--- config.mk ---
export PLATFORM = sky130hd
export DESIGN_NAME = button_click_hold_detector_top_flat
export DESIGN_NICKNAME = d
export VERILOG_FILES = /design/src/sv/bchd_pkg.sv /design/src/sv/bchd_poll_if.sv /design/src/sv/bchd_event_if.sv /design/src/sv/bchd_core.sv /design/src/sv/button_click_hold_detector_top.sv /design/src/flat_wrapper.sv
export SDC_FILE = /design/constraint.sdc
export NUM_CORES = 1
export LEC_CHECK = 0
export BUFFER_PORTS_ARGS = -buffer_cell sky130_fd_sc_hd__buf_4
export CELL_PAD_IN_SITES_DETAIL_PLACEMENT = 1
export CELL_PAD_IN_SITES_GLOBAL_PLACEMENT = 1
export CORE_MARGIN = 1
export CORE_UTILIZATION = 43
export CTS_CLUSTER_DIAMETER = 120
export DETAILED_ROUTE_END_ITERATION = 7
export PLACE_DENSITY = 0.77
export SYNTH_ARGS = -nofsm -noshare
export SYNTH_HDL_FRONTEND = slang
export SYNTH_SLANG_ARGS = --single-unit
--- constraint.sdc ---
create_clock -name clk -period 7.05 [get_ports clk]
set_clock_uncertainty 0.05 [all_clocks]
set_input_delay 1.41 -clock clk [delete_from_list [all_inputs] [get_ports clk]]
set_output_delay 1.41 -clock clk [all_outputs]
set_load 0.1 [all_outputs]
--- src/sv/bchd_pkg.sv ---
`timescale 1ns / 1ps

package bchd_pkg;

  // Time stamp width default; the port field itself is fixed at 32 bits
  localparam int TIME_BITS_DEFAULT = 32;
  localparam int NOW_W   = 32;
  localparam int CFG_W   = 16;
  localparam int CFG_IDX_W = 2;
  localparam int EVENT_W = 3;

  // Reset values of the configuration registers
  localparam logic [CFG_W-1:0] DEBOUNCE_RST  = 16'd25;
  localparam logic [CFG_W-1:0] GAP_RST       = 16'd250;
  localparam logic [CFG_W-1:0] HOLD_RST      = 16'd2000;
  localparam logic [CFG_W-1:0] LONG_HOLD_RST = 16'd4000;

  typedef enum logic [EVENT_W-1:0] {
    EV_NONE   = 3'd0,
    EV_CLICK  = 3'd1,
    EV_DOUBLE = 3'd2,
    EV_HOLD   = 3'd3,
    EV_LONG   = 3'd4
  } btn_event_t;

  typedef enum logic [CFG_IDX_W-1:0] {
    CFG_DEBOUNCE  = 2'd0,
    CFG_GAP       = 2'd1,
    CFG_HOLD      = 2'd2,
    CFG_LONG_HOLD = 2'd3
  } cfg_idx_t;

  typedef struct packed {
    logic [CFG_W-1:0] debounce_time;
    logic [CFG_W-1:0] double_click_gap;
    logic [CFG_W-1:0] hold_time;
    logic [CFG_W-1:0] long_hold_time;
  } cfg_t;

endpackage

--- src/sv/bchd_poll_if.sv ---
`timescale 1ns / 1ps

interface bchd_poll_if;
  logic        valid;
  logic        ready;
  logic        button_level;
  logic [31:0] now_time;

  modport source (output valid, output button_level, output now_time, input ready);
  modport sink (input valid, input button_level, input now_time, output ready);
endinterface

--- src/sv/bchd_event_if.sv ---
`timescale 1ns / 1ps

interface bchd_event_if;
  logic       valid;
  logic       ready;
  logic [2:0] button_event;

  modport source (output valid, output button_event, input ready);
  modport sink (input valid, input button_event, output ready);
endinterface

--- src/sv/bchd_core.sv ---
`timescale 1ns / 1ps

module bchd_core import bchd_pkg::*; #(
  parameter int TIME_BITS = TIME_BITS_DEFAULT
) (
  input  logic                 clk,
  input  logic                 rst,
  input  logic                 step,
  input  logic                 level,
  input  logic [TIME_BITS-1:0] now,
  input  cfg_t                 cfg,
  output btn_event_t           ev
);

  // Tracking state
  logic                 previous_level;
  btn_event_t           previous_event;
  logic                 waiting_second_click;
  logic                 double_on_release;
  logic                 single_allowed;
  logic [TIME_BITS-1:0] press_time;
  logic [TIME_BITS-1:0] release_time;
  logic                 ignore_release;
  logic                 hold_reported;
  logic                 long_hold_reported;

  logic                 waiting_second_click_next;
  logic                 double_on_release_next;
  logic                 single_allowed_next;
  logic [TIME_BITS-1:0] press_time_next;
  logic [TIME_BITS-1:0] release_time_next;
  logic                 ignore_release_next;
  logic                 hold_reported_next;
  logic                 long_hold_reported_next;

  logic [TIME_BITS-1:0] since_release;
  logic [TIME_BITS-1:0] since_press;
  logic [TIME_BITS-1:0] since_release_upd;
  logic [TIME_BITS-1:0] since_press_upd;
  logic [TIME_BITS-1:0] debounce_w;
  logic [TIME_BITS-1:0] gap_w;
  logic [TIME_BITS-1:0] hold_w;
  logic [TIME_BITS-1:0] long_w;
  logic                 press_edge;
  logic                 release_edge;
  logic                 release_taken;

  assign debounce_w = TIME_BITS'(cfg.debounce_time);
  assign gap_w      = TIME_BITS'(cfg.double_click_gap);
  assign hold_w     = TIME_BITS'(cfg.hold_time);
  assign long_w     = TIME_BITS'(cfg.long_hold_time);

  // Wrapping elapsed times against the stored edges
  assign since_release = now - release_time;
  assign since_press   = now - press_time;

  assign press_edge    = level && !previous_level && (since_release > debounce_w);
  assign release_edge  = !level && previous_level && (since_press > debounce_w);
  assign release_taken = !press_edge && release_edge && !ignore_release;

  // A freshly stored edge time reads as zero elapsed
  assign since_release_upd = release_taken ? '0 : since_release;
  assign since_press_upd   = press_edge ? '0 : since_press;

  // Event decision for one poll
  always_comb begin
    waiting_second_click_next = waiting_second_click;
    double_on_release_next    = double_on_release;
    single_allowed_next       = single_allowed;
    press_time_next           = press_time;
    release_time_next         = release_time;
    ignore_release_next       = ignore_release;
    hold_reported_next        = hold_reported;
    long_hold_reported_next   = long_hold_reported;
    ev                        = EV_NONE;

    // edge handling
    if (press_edge) begin
      press_time_next           = now;
      ignore_release_next       = 1'b0;
      hold_reported_next        = 1'b0;
      long_hold_reported_next   = 1'b0;
      single_allowed_next       = 1'b1;
      double_on_release_next    = (since_release < gap_w) && !double_on_release &&
                                  waiting_second_click;
      waiting_second_click_next = 1'b0;
    end else if (release_taken) begin
      release_time_next = now;
      if (!double_on_release) begin
        waiting_second_click_next = 1'b1;
      end else begin
        ev                        = EV_DOUBLE;
        double_on_release_next    = 1'b0;
        waiting_second_click_next = 1'b0;
        single_allowed_next       = 1'b0;
      end
    end

    // single click once the gap expires
    if (!level && (since_release_upd >= gap_w) && waiting_second_click_next &&
        !double_on_release_next && single_allowed_next && (ev != EV_DOUBLE)) begin
      ev                        = EV_CLICK;
      waiting_second_click_next = 1'b0;
    end

    // hold and long hold
    if (level && (since_press_upd >= hold_w)) begin
      if (!hold_reported_next) begin
        ev                        = EV_HOLD;
        double_on_release_next    = 1'b0;
        waiting_second_click_next = 1'b0;
        ignore_release_next       = 1'b1;
        hold_reported_next        = 1'b1;
      end
      if ((since_press_upd >= long_w) && !long_hold_reported_next) begin
        ev                      = EV_LONG;
        long_hold_reported_next = 1'b1;
      end
    end

    // repeat the last hold event while pressed
    if (level && (ev != EV_HOLD) && (ev != EV_LONG) &&
        ((previous_event == EV_HOLD) || (previous_event == EV_LONG))) begin
      ev = previous_event;
    end
  end

  // State update on each processed poll
  always_ff @(posedge clk) begin
    if (rst) begin
      previous_level       <= 1'b0;
      previous_event       <= EV_NONE;
      waiting_second_click <= 1'b0;
      double_on_release    <= 1'b0;
      single_allowed       <= 1'b1;
      press_time           <= '1;
      release_time         <= '1;
      ignore_release       <= 1'b0;
      hold_reported        <= 1'b0;
      long_hold_reported   <= 1'b0;
    end else if (step) begin
      previous_level       <= level;
      previous_event       <= ev;
      waiting_second_click <= waiting_second_click_next;
      double_on_release    <= double_on_release_next;
      single_allowed       <= single_allowed_next;
      press_time           <= press_time_next;
      release_time         <= release_time_next;
      ignore_release       <= ignore_release_next;
      hold_reported        <= hold_reported_next;
      long_hold_reported   <= long_hold_reported_next;
    end
  end

endmodule

--- src/sv/button_click_hold_detector_top.sv ---
`timescale 1ns / 1ps
// An accepted poll word fills the input register, its event word the result register.
// Throughput: one poll per cycle; the input register feeds the event logic and
// the result register in the same cycle, and a stalled result holds both stages.
// Reset (rst, synchronous, active high) clears the pipeline valids, the
// tracking state and loads the default debounce, gap and hold times.

module button_click_hold_detector_top import bchd_pkg::*; #(
  parameter int TIME_BITS = TIME_BITS_DEFAULT
) (
  input  logic                 clk,
  input  logic                 rst,
  input  logic                 cfg_we,
  input  logic [CFG_IDX_W-1:0] cfg_index,
  input  logic [CFG_W-1:0]     cfg_data,
  bchd_poll_if.sink            poll,
  bchd_event_if.source         result
);

  cfg_t                 cfg;
  logic                 in_valid;
  logic                 in_level;
  logic [NOW_W-1:0]     in_now;
  logic                 out_valid;
  btn_event_t           out_event;
  logic                 advance;
  btn_event_t           ev;

  // Configuration registers
  always_ff @(posedge clk) begin
    if (rst) begin
      cfg.debounce_time    <= DEBOUNCE_RST;
      cfg.double_click_gap <= GAP_RST;
      cfg.hold_time        <= HOLD_RST;
      cfg.long_hold_time   <= LONG_HOLD_RST;
    end else if (cfg_we) begin
      unique case (cfg_idx_t'(cfg_index))
        CFG_DEBOUNCE:  cfg.debounce_time    <= cfg_data;
        CFG_GAP:       cfg.double_click_gap <= cfg_data;
        CFG_HOLD:      cfg.hold_time        <= cfg_data;
        CFG_LONG_HOLD: cfg.long_hold_time   <= cfg_data;
        default: ;
      endcase
    end
  end

  // Pipeline moves whenever the result register is free or being taken
  assign advance    = !out_valid || result.ready;
  assign poll.ready = !in_valid || advance;

  // Input register
  always_ff @(posedge clk) begin
    if (rst) begin
      in_valid <= 1'b0;
    end else if (poll.ready) begin
      in_valid <= poll.valid;
    end
  end

  always_ff @(posedge clk) begin
    if (poll.ready && poll.valid) begin
      in_level <= poll.button_level;
      in_now   <= poll.now_time;
    end
  end

  bchd_core #(
    .TIME_BITS (TIME_BITS)
  ) u_core (
    .clk   (clk),
    .rst   (rst),
    .step  (in_valid && advance),
    .level (in_level),
    .now   (TIME_BITS'(in_now)),
    .cfg   (cfg),
    .ev    (ev)
  );

  // Result register
  always_ff @(posedge clk) begin
    if (rst) begin
      out_valid <= 1'b0;
    end else if (advance) begin
      out_valid <= in_valid;
    end
  end

  always_ff @(posedge clk) begin
    if (advance && in_valid) begin
      out_event <= ev;
    end
  end

  assign result.valid        = out_valid;
  assign result.button_event = out_event;

endmodule

--- src/flat_wrapper.sv ---
// flat-port wrapper written by rule: the top's interface ports become plain ports
module button_click_hold_detector_top_flat import bchd_pkg::*;
#(
  parameter int TIME_BITS = TIME_BITS_DEFAULT
)
  (clk, rst, cfg_we, cfg_index, cfg_data, poll_valid, poll_button_level, poll_now_time, poll_ready, result_valid, result_button_event, result_ready);
  bchd_poll_if poll_i ();
  bchd_event_if result_i ();
  input  logic clk;
  input  logic rst;
  input  logic cfg_we;
  input  logic [CFG_IDX_W-1:0] cfg_index;
  input  logic [CFG_W-1:0] cfg_data;
  input wire logic [$bits(poll_i.valid)-1:0] poll_valid;
  input wire logic [$bits(poll_i.button_level)-1:0] poll_button_level;
  input wire logic [$bits(poll_i.now_time)-1:0] poll_now_time;
  output wire logic [$bits(poll_i.ready)-1:0] poll_ready;
  output wire logic [$bits(result_i.valid)-1:0] result_valid;
  output wire logic [$bits(result_i.button_event)-1:0] result_button_event;
  input wire logic [$bits(result_i.ready)-1:0] result_ready;
  assign poll_i.valid = poll_valid;
  assign poll_i.button_level = poll_button_level;
  assign poll_i.now_time = poll_now_time;
  assign poll_ready = poll_i.ready;
  assign result_valid = result_i.valid;
  assign result_button_event = result_i.button_event;
  assign result_i.ready = result_ready;
  button_click_hold_detector_top #(.TIME_BITS(TIME_BITS)) u_core (.clk(clk), .rst(rst), .cfg_we(cfg_we), .cfg_index(cfg_index), .cfg_data(cfg_data), .poll(poll_i), .result(result_i));
endmodule
* Yosys cells after proc, flatten, opt, wreduce, memory -nomap -nowiden
Cells that the tools add are included.
** Word-level totals
- Bits in registers :: 176
- Input port bits :: 56
- Word-level logic and storage cells :: 106
** Operators by class
- $add $sub $neg :: 2
- Magnitude comparators :: 6
- Equal/unequal tests :: 8
- Multiplexer cells :: 31
- Bitwise gates (word level) :: 1
- Reductions and logical operators :: 39
** Operator list (count)
- $ge 32x16->1 :: 3
- $gt 32x16->1 :: 2
- $mux 32 :: 2
- $sub 32x32->32 :: 2
- $lt 32x16->1 :: 1
- $mux 1 :: 21
- $logic_and 1x1->1 :: 20
- $mux 3 :: 5
- $reduce_and 2->1 :: 5
- $logic_not 1->1 :: 9
- $mux 2 :: 3
- $ne 3x2->1 const B :: 2
- $eq 2x2->1 const B :: 2
- $eq 3x2->1 const B :: 1
- $eq 3x3->1 const B :: 1
- $logic_or 1x1->1 :: 3
- $ne 3x3->1 const B :: 1
- $reduce_and 3->1 :: 1
- $eq 2x1->1 const B :: 1
- $logic_not 2->1 :: 1
- $not 1->1 :: 1

* Depth between registers and ports, before layout
- Depth in word-level cells :: 22
- Mapped depth :: 37

* Modules after synthesis
A second synthesis with hierarchy kept.
** Unflattened totals
- Cell total of the unflattened synthesis :: 1676
- Area total of the unflattened synthesis :: 13862.0 sq um
** By module, submodules not included
- bchd_core :: instances 1, cells an instance 1386, area each 10139.7 sq um, seq. area each 1481.4 sq um
- button_click_hold_detector_top :: instances 1, cells an instance 290, area each 3722.3 sq um, seq. area each 2402.3 sq um

* Worst setup path after synthesis
Ideal clock, no wire load.
- Path kind :: register to register
- Start :: register u_core.in_now[0]
- End :: register u_core.out_event[0], in the netlist u_core.result.button_event[0], data pin
- Library setup time :: 0.263 ns
- Arrival time :: 6.657 ns
- Setup slack :: 0.080 ns
- Cell stages (with the launch flop) :: 35
- Clock period less this slack :: 6.970 ns
- Cell sequence :: edfxtp_1 > inv_1 > ha_1 > inv_1 > fa_1 > a21o_1 > a311o_1 > o21ai_0 > o21a_1 > o21ai_0 > xor2_1 > ha_1 > a21o_1 > a21oi_1 > o21ai_0 > a2111oi_0 > nor3_1 > or4_4 > and2_4 > buf_2 > clkbuf_1 > or2_2 > ha_1 > nand2b_1 > a21o_1 > a21o_1 > a21o_1 > a21oi_1 > o21ai_0 > a21oi_1 > o21a_1 > a21oi_1 > o32ai_2 > nand3_1 > mux2i_1
** On the way
- Cells in the longest elaborated chain, start to end :: 22
- Elaborated cells on any way between the ends :: 47
** Ends and longest elaborated chain
- from (decl) :: RTL line button_click_hold_detector_top.sv:23 : logic [NOW_W-1:0] in_now;
- from (signal assigned) :: RTL line button_click_hold_detector_top.sv:63 : in_now <= poll.now_time;
- $sub 32x32->32 :: RTL line bchd_core.sv:54 : assign since_release = now - release_time;
- $gt 32x16->1 :: RTL line bchd_core.sv:57 : assign press_edge = level && !previous_level && (since_release > debounce_w);
- $logic_and 1x1->1 :: RTL line bchd_core.sv:57
- $logic_not 1->1 :: RTL line bchd_core.sv:59 : assign release_taken = !press_edge && release_edge && !ignore_release;
- $logic_and 1x1->1 (2 in a row) :: RTL line bchd_core.sv:59
- $mux 32 :: RTL line bchd_core.sv:62 : assign since_release_upd = release_taken ? '0 : since_release;
- $ge 32x16->1 :: RTL line bchd_core.sv:100 : if (!level && (since_release_upd >= gap_w) && waiting_second_click_next &&
- $logic_and 1x1->1 (3 in a row) :: RTL line bchd_core.sv:100
- $logic_and 1x1->1 (2 in a row) :: RTL line bchd_core.sv:101 : !double_on_release_next && single_allowed_next && (ev != EV_DOUBLE)) begin
- $mux 3 :: RTL line bchd_core.sv:100
- $mux 3 :: RTL line bchd_core.sv:108 : if (!hold_reported_next) begin
- $mux 3 :: RTL line bchd_core.sv:115 : if ((since_press_upd >= long_w) && !long_hold_reported_next) begin
- $mux 3 * :: RTL line bchd_core.sv:107 : if (level && (since_press_upd >= hold_w)) begin
- $ne 3x2->1 :: RTL line bchd_core.sv:122 : if (level && (ev != EV_HOLD) && (ev != EV_LONG) &&
- $logic_and 1x1->1 (3 in a row) :: RTL line bchd_core.sv:122
- $mux 3 * :: RTL line bchd_core.sv:122
- named net u_core.ev[0] :: RTL line button_click_hold_detector_top.sv:27 : btn_event_t ev;
- to (signal assigned) :: RTL line button_click_hold_detector_top.sv:90 : out_event <= ev;
- to (decl) :: RTL line button_click_hold_detector_top.sv:25 : btn_event_t out_event;
Mark *: on every way through the listed nets, which the timed path passes. The rest lies on a longest branch.
A chain may end at the register's enable or synchronous reset.

* Worst setup path after layout
- Start :: register u_core.in_now[12]
- End :: register u_core.u_core.previous_event[1]
** On the way
- Cells in the longest elaborated chain, start to end :: 22
- Elaborated cells on any way between the ends :: 47
** Ends and longest elaborated chain
- $sub 32x32->32 :: RTL line bchd_core.sv:54
- $gt 32x16->1 :: RTL line bchd_core.sv:57
- $logic_and 1x1->1 :: RTL line bchd_core.sv:57
- $logic_not 1->1 :: RTL line bchd_core.sv:59
- $logic_and 1x1->1 (2 in a row) :: RTL line bchd_core.sv:59
- $mux 32 :: RTL line bchd_core.sv:62
- $ge 32x16->1 :: RTL line bchd_core.sv:100
- $logic_and 1x1->1 (3 in a row) :: RTL line bchd_core.sv:100
- $logic_and 1x1->1 (2 in a row) :: RTL line bchd_core.sv:101
- $mux 3 :: RTL line bchd_core.sv:100
- $mux 3 :: RTL line bchd_core.sv:108
- $mux 3 :: RTL line bchd_core.sv:115
- $mux 3 * :: RTL line bchd_core.sv:107
- $ne 3x2->1 :: RTL line bchd_core.sv:122
- $logic_and 1x1->1 (3 in a row) :: RTL line bchd_core.sv:122
- $mux 3 * :: RTL line bchd_core.sv:122
- to (signal assigned) :: RTL line bchd_core.sv:143 : previous_event <= ev;
- to (decl) :: RTL line bchd_core.sv:17 : btn_event_t previous_event;
Every way passes the cells marked *; elsewhere a longest branch is shown, timed or not.

==> impl_metrics.yaml <==
synth:
  synth_warnings: 0
  synth-edff-count: 36
  synth_seq_cells: 176
  synth_fp_nets: 1850
  syn-mean-instance-area_sq_um: 7.94
  synth_sequential_area_ratio: 0.299
  synthesis.area_sq_um: 13000
  synth-async-reset-ratio: 0
  synth_flop_cell: "dfxtp_1"
  synthDistinctLibCells: 80
  post_synth_inst_count: 1635
min_path:
  min-delay-path-class: "reg2reg"
cts:
  cts-root-to-sink-buffers: 2
  clk_pin_slew_worst_paths_ns: 0.08
  clkSinkCount: 176
  h-tree-depth: 4
  clkLatencyLatePin_ns: 0.46
  clock_tree.root_cell: "clkbuf_16"
  tritoncts_clock_tree: "done"
  number_of_cts_inserted_buffers: 17
floorplanning:
  initial_utilization: 0.438
  row_cnt: 63
  io-pin-count: 61
  die_area_sq_um: 30900
  die-height_um: 176
  fp.dieW_um: 176
  core_sq_um: 29600
route:
  detail_route.first_pass.iterations: 5
  detail-route-antenna-nets: 0
  totalWireLength_um: 44900
  vias: 12706
  route.detailed.wl_per_inst_um: 20.6
  detailedRoute.firstIterationViolations: 702
  drc_errors: 0
  drt-vias-per-instance: 5.84
timing:
  tightest_slew_ns: 1.23
  timing.final.max_slew_violations: 0
  layout_worst_path_cycle_share: 0.974
  finalWorstSetupSlack_ns: 0.181
  worst_hold_slack_ns: 0.413
  finalSetupViolations: 0
  max_freq_mhz: 146
  final.min_clock_period_ns: 6.87
  slew_headroom: 0.180
  hold_violations: 0
pwr:
  sequentialPowerShare: 0.388
  vdd.ir_drop.worst_v: 0.000184
  cell_internal_pwr_mw: 1.88
  power.density_nw_per_um2: 182
  clock_power_share: 0.347
  power_switching_share: 0.335
  p_switching_mw: 0.945
  combinationalPowerShare: 0.266
  p_leak_nw: 7.00
finish:
  stdcell_area_sq_um: 15500
  final_cell_mix: "nand2_1 (225), buf_4 (195), inv_1 (151), ha_1 (148), a21oi_1 (145)"
  num-nets-final: 1989
  final_common_cell: "nand2_1"
  finalNonFillerCells: 2177
  drive_gt1_frac: 0.173
  synthToLayoutAreaGrowth_pct: 19.3
  n_antenna_cell: 0
global_routing:
  global_route.usage.total: 0.291
  wire_length_of_the_first_global_routing_pass_um: 70200
  grt_antenna_before_repair: 0
  leftover_overflow_at_the_end_of_global_routing: 0
  grt_start_max_net_pins: 65
  number_of_global_route_vias_before_repair: 13356
setup_path:
  critPathRequiredTime_ns: 7.37
  timing.setup.critical_path_class: "reg2reg"
  crit_path_start_kind: "flip-flop"
  cp_common_cell: "a21o_1"
  endpoint_kind: "flip-flop"
  crit_arrival_ns: 7.19
  cp_slowest_stage_delay_ns: 0.52
  crit_slowest_cell: "edfxtp_1"
  register_to_register_setup_slack_ns: 0.18
  critPathMaxFanout: 6
placement:
  io_buffers: 60
  dpl_cell_area_sq_um: 14600
  post-dp-hpwl_um: 35000
  globalplace.congestion: 0.912
  pre_cts_slack_ns: -0.178
  placed_cells: 2132
job:
  drv_cap: 0
status:
  outcome: "completed"
-- cell usage after synthesis (4+ instances only) --
| library cell | number | area, sq um |
|---|---|---|
| nor2_1 | 123 | 462 |
| a2bb2oi_1 | 4 | 35.0 |
| o21a_1 | 19 | 143 |
| nor4_1 | 4 | 25.0 |
| inv_1 | 152 | 571 |
| a2111oi_0 | 6 | 52.6 |
| or4_1 | 5 | 37.5 |
| a21oi_1 | 153 | 766 |
| ha_1 | 157 | 1960 |
| o211ai_1 | 40 | 300 |
| xnor2_1 | 23 | 201 |
| and3_1 | 6 | 37.5 |
| or3_1 | 9 | 56.3 |
| a21o_1 | 42 | 315 |
| o21bai_1 | 8 | 60.1 |
| nand3_1 | 19 | 95.1 |
| o21ai_1 | 4 | 20.0 |
| nand3b_1 | 8 | 60.1 |
| nor3b_1 | 4 | 30.0 |
| edfxtp_1 | 36 | 1080 |
| nor2b_1 | 47 | 294 |
| a211o_1 | 46 | 403 |
| o31ai_1 | 6 | 45.0 |
| a211oi_1 | 18 | 135 |
| nand2b_1 | 15 | 93.8 |
| nand4_1 | 34 | 213 |
| mux2i_1 | 5 | 50.1 |
| dfxtp_1 | 140 | 2800 |
| xor2_1 | 15 | 131 |
| clkbuf_1 | 70 | 263 |
| nand2_1 | 226 | 848 |
| a21oi_2 | 4 | 35.0 |
| or2_2 | 8 | 50.1 |
| mux2_2 | 4 | 45.0 |
| and4_1 | 7 | 61.3 |
| nor3_1 | 21 | 105 |
| o21ai_0 | 62 | 310 |
| a221oi_1 | 7 | 61.3 |
| o221a_2 | 4 | 45.0 |
| and2_1 | 5 | 31.3 |
-- cell type report --
cell class	instances	area, sq um
inverters	153	574
well taps	390	488
fillers	3665	14100
repair buffers	196	1480
clock inverters	14	134
multi-input cells	1230	8490
clock buffers	18	450
flip-flops and latches	176	3880
-- sequential cells by signal, indices dropped and copies added (netlist names) --
register / cells
u_core.u_core.press_time: 32
u_core.cfg: 64
u_core.in_valid: 1
u_core.u_core.previous_level: 1
u_core.u_core.single_allowed: 1
u_core.u_core.hold_reported: 1
u_core.in_level: 1
u_core.u_core.previous_event: 3
u_core.in_now: 32
u_core.result.button_event: 3
u_core.u_core.release_time: 32
u_core.u_core.double_on_release: 1
u_core.u_core.long_hold_reported: 1
u_core.result.valid: 1
u_core.u_core.ignore_release: 1
u_core.u_core.waiting_second_click: 1
-- power by group through the flow --
stage	Clock, mW	Sequential (mW)	Combinational [mW]
after global routing	1.03	1.10	0.824
after CTS	0.990	1.09	0.718
after global placement	0	1.11	0.681
after detailed placement	0	1.12	0.707
final	0.979	1.09	0.750
after floorplan	0	1.12	0.429
-- metrics by stage --
stage                     utilization  setup TNS [ns]  total power, mW
final                           0.523               0             2.82
after global routing            0.523          -0.322             2.95
after CTS                       0.512               0             2.80
after detailed placement        0.491          -0.609             1.82
after global placement          0.491         -0.0907             1.79
after floorplan                     -               0             1.55
-- kinds of logic after synthesis --
| kind of cell | share of synthesized area |
|---|---|
| flip-flops | 0.299 |
| buffers and inverters | 0.0676 |
| adder cells (fa/ha/maj) | 0.154 |
| XOR/XNOR | 0.0256 |
| AND/OR/NAND/NOR | 0.204 |
| AO/OA/AOI/OAI | 0.242 |
| multiplexers | 0.00732 |
-- layer usage --
| metal | track usage | routed length [um] |
|---|---|---|
| met1 | 0.340 | 18900 |
| met2 | 0.528 | 22800 |
| met3 | 0.0346 | 1370 |
| met4 | 0.136 | 1870 |
| met5 | 0 | 0 |
-- path summary, 6_finish.rpt --
path	start	to	depth (start not counted)
worst min register to register	u_core.cfg[18]	u_core.cfg[18]	2
worst max register to register	u_core.in_now[12]	u_core.u_core.previous_event[1]	29
worst min-delay path	u_core.cfg[18]	u_core.cfg[18]	2
worst max-delay path	u_core.in_now[12]	u_core.u_core.previous_event[1]	29
-- what timing repair did --
action	CTS	global route
pin swaps	10	21
setup buffers	3	10
resized for setup	6	56
endpoints found under the setup margin	7	11
hold buffers	0	0
-- worst max-delay path, delay by kind of cell, from the launching register on --
kind | cells | cell delay [ns]
adder cells (fa/ha/maj) | 3 | 0.93
flip-flops | 1 | 0.52
AND/OR/NAND/NOR | 8 | 1.71
AO/OA/AOI/OAI | 17 | 3.27
XOR/XNOR | 1 | 0.26
(Power assumes the default switching activity.)
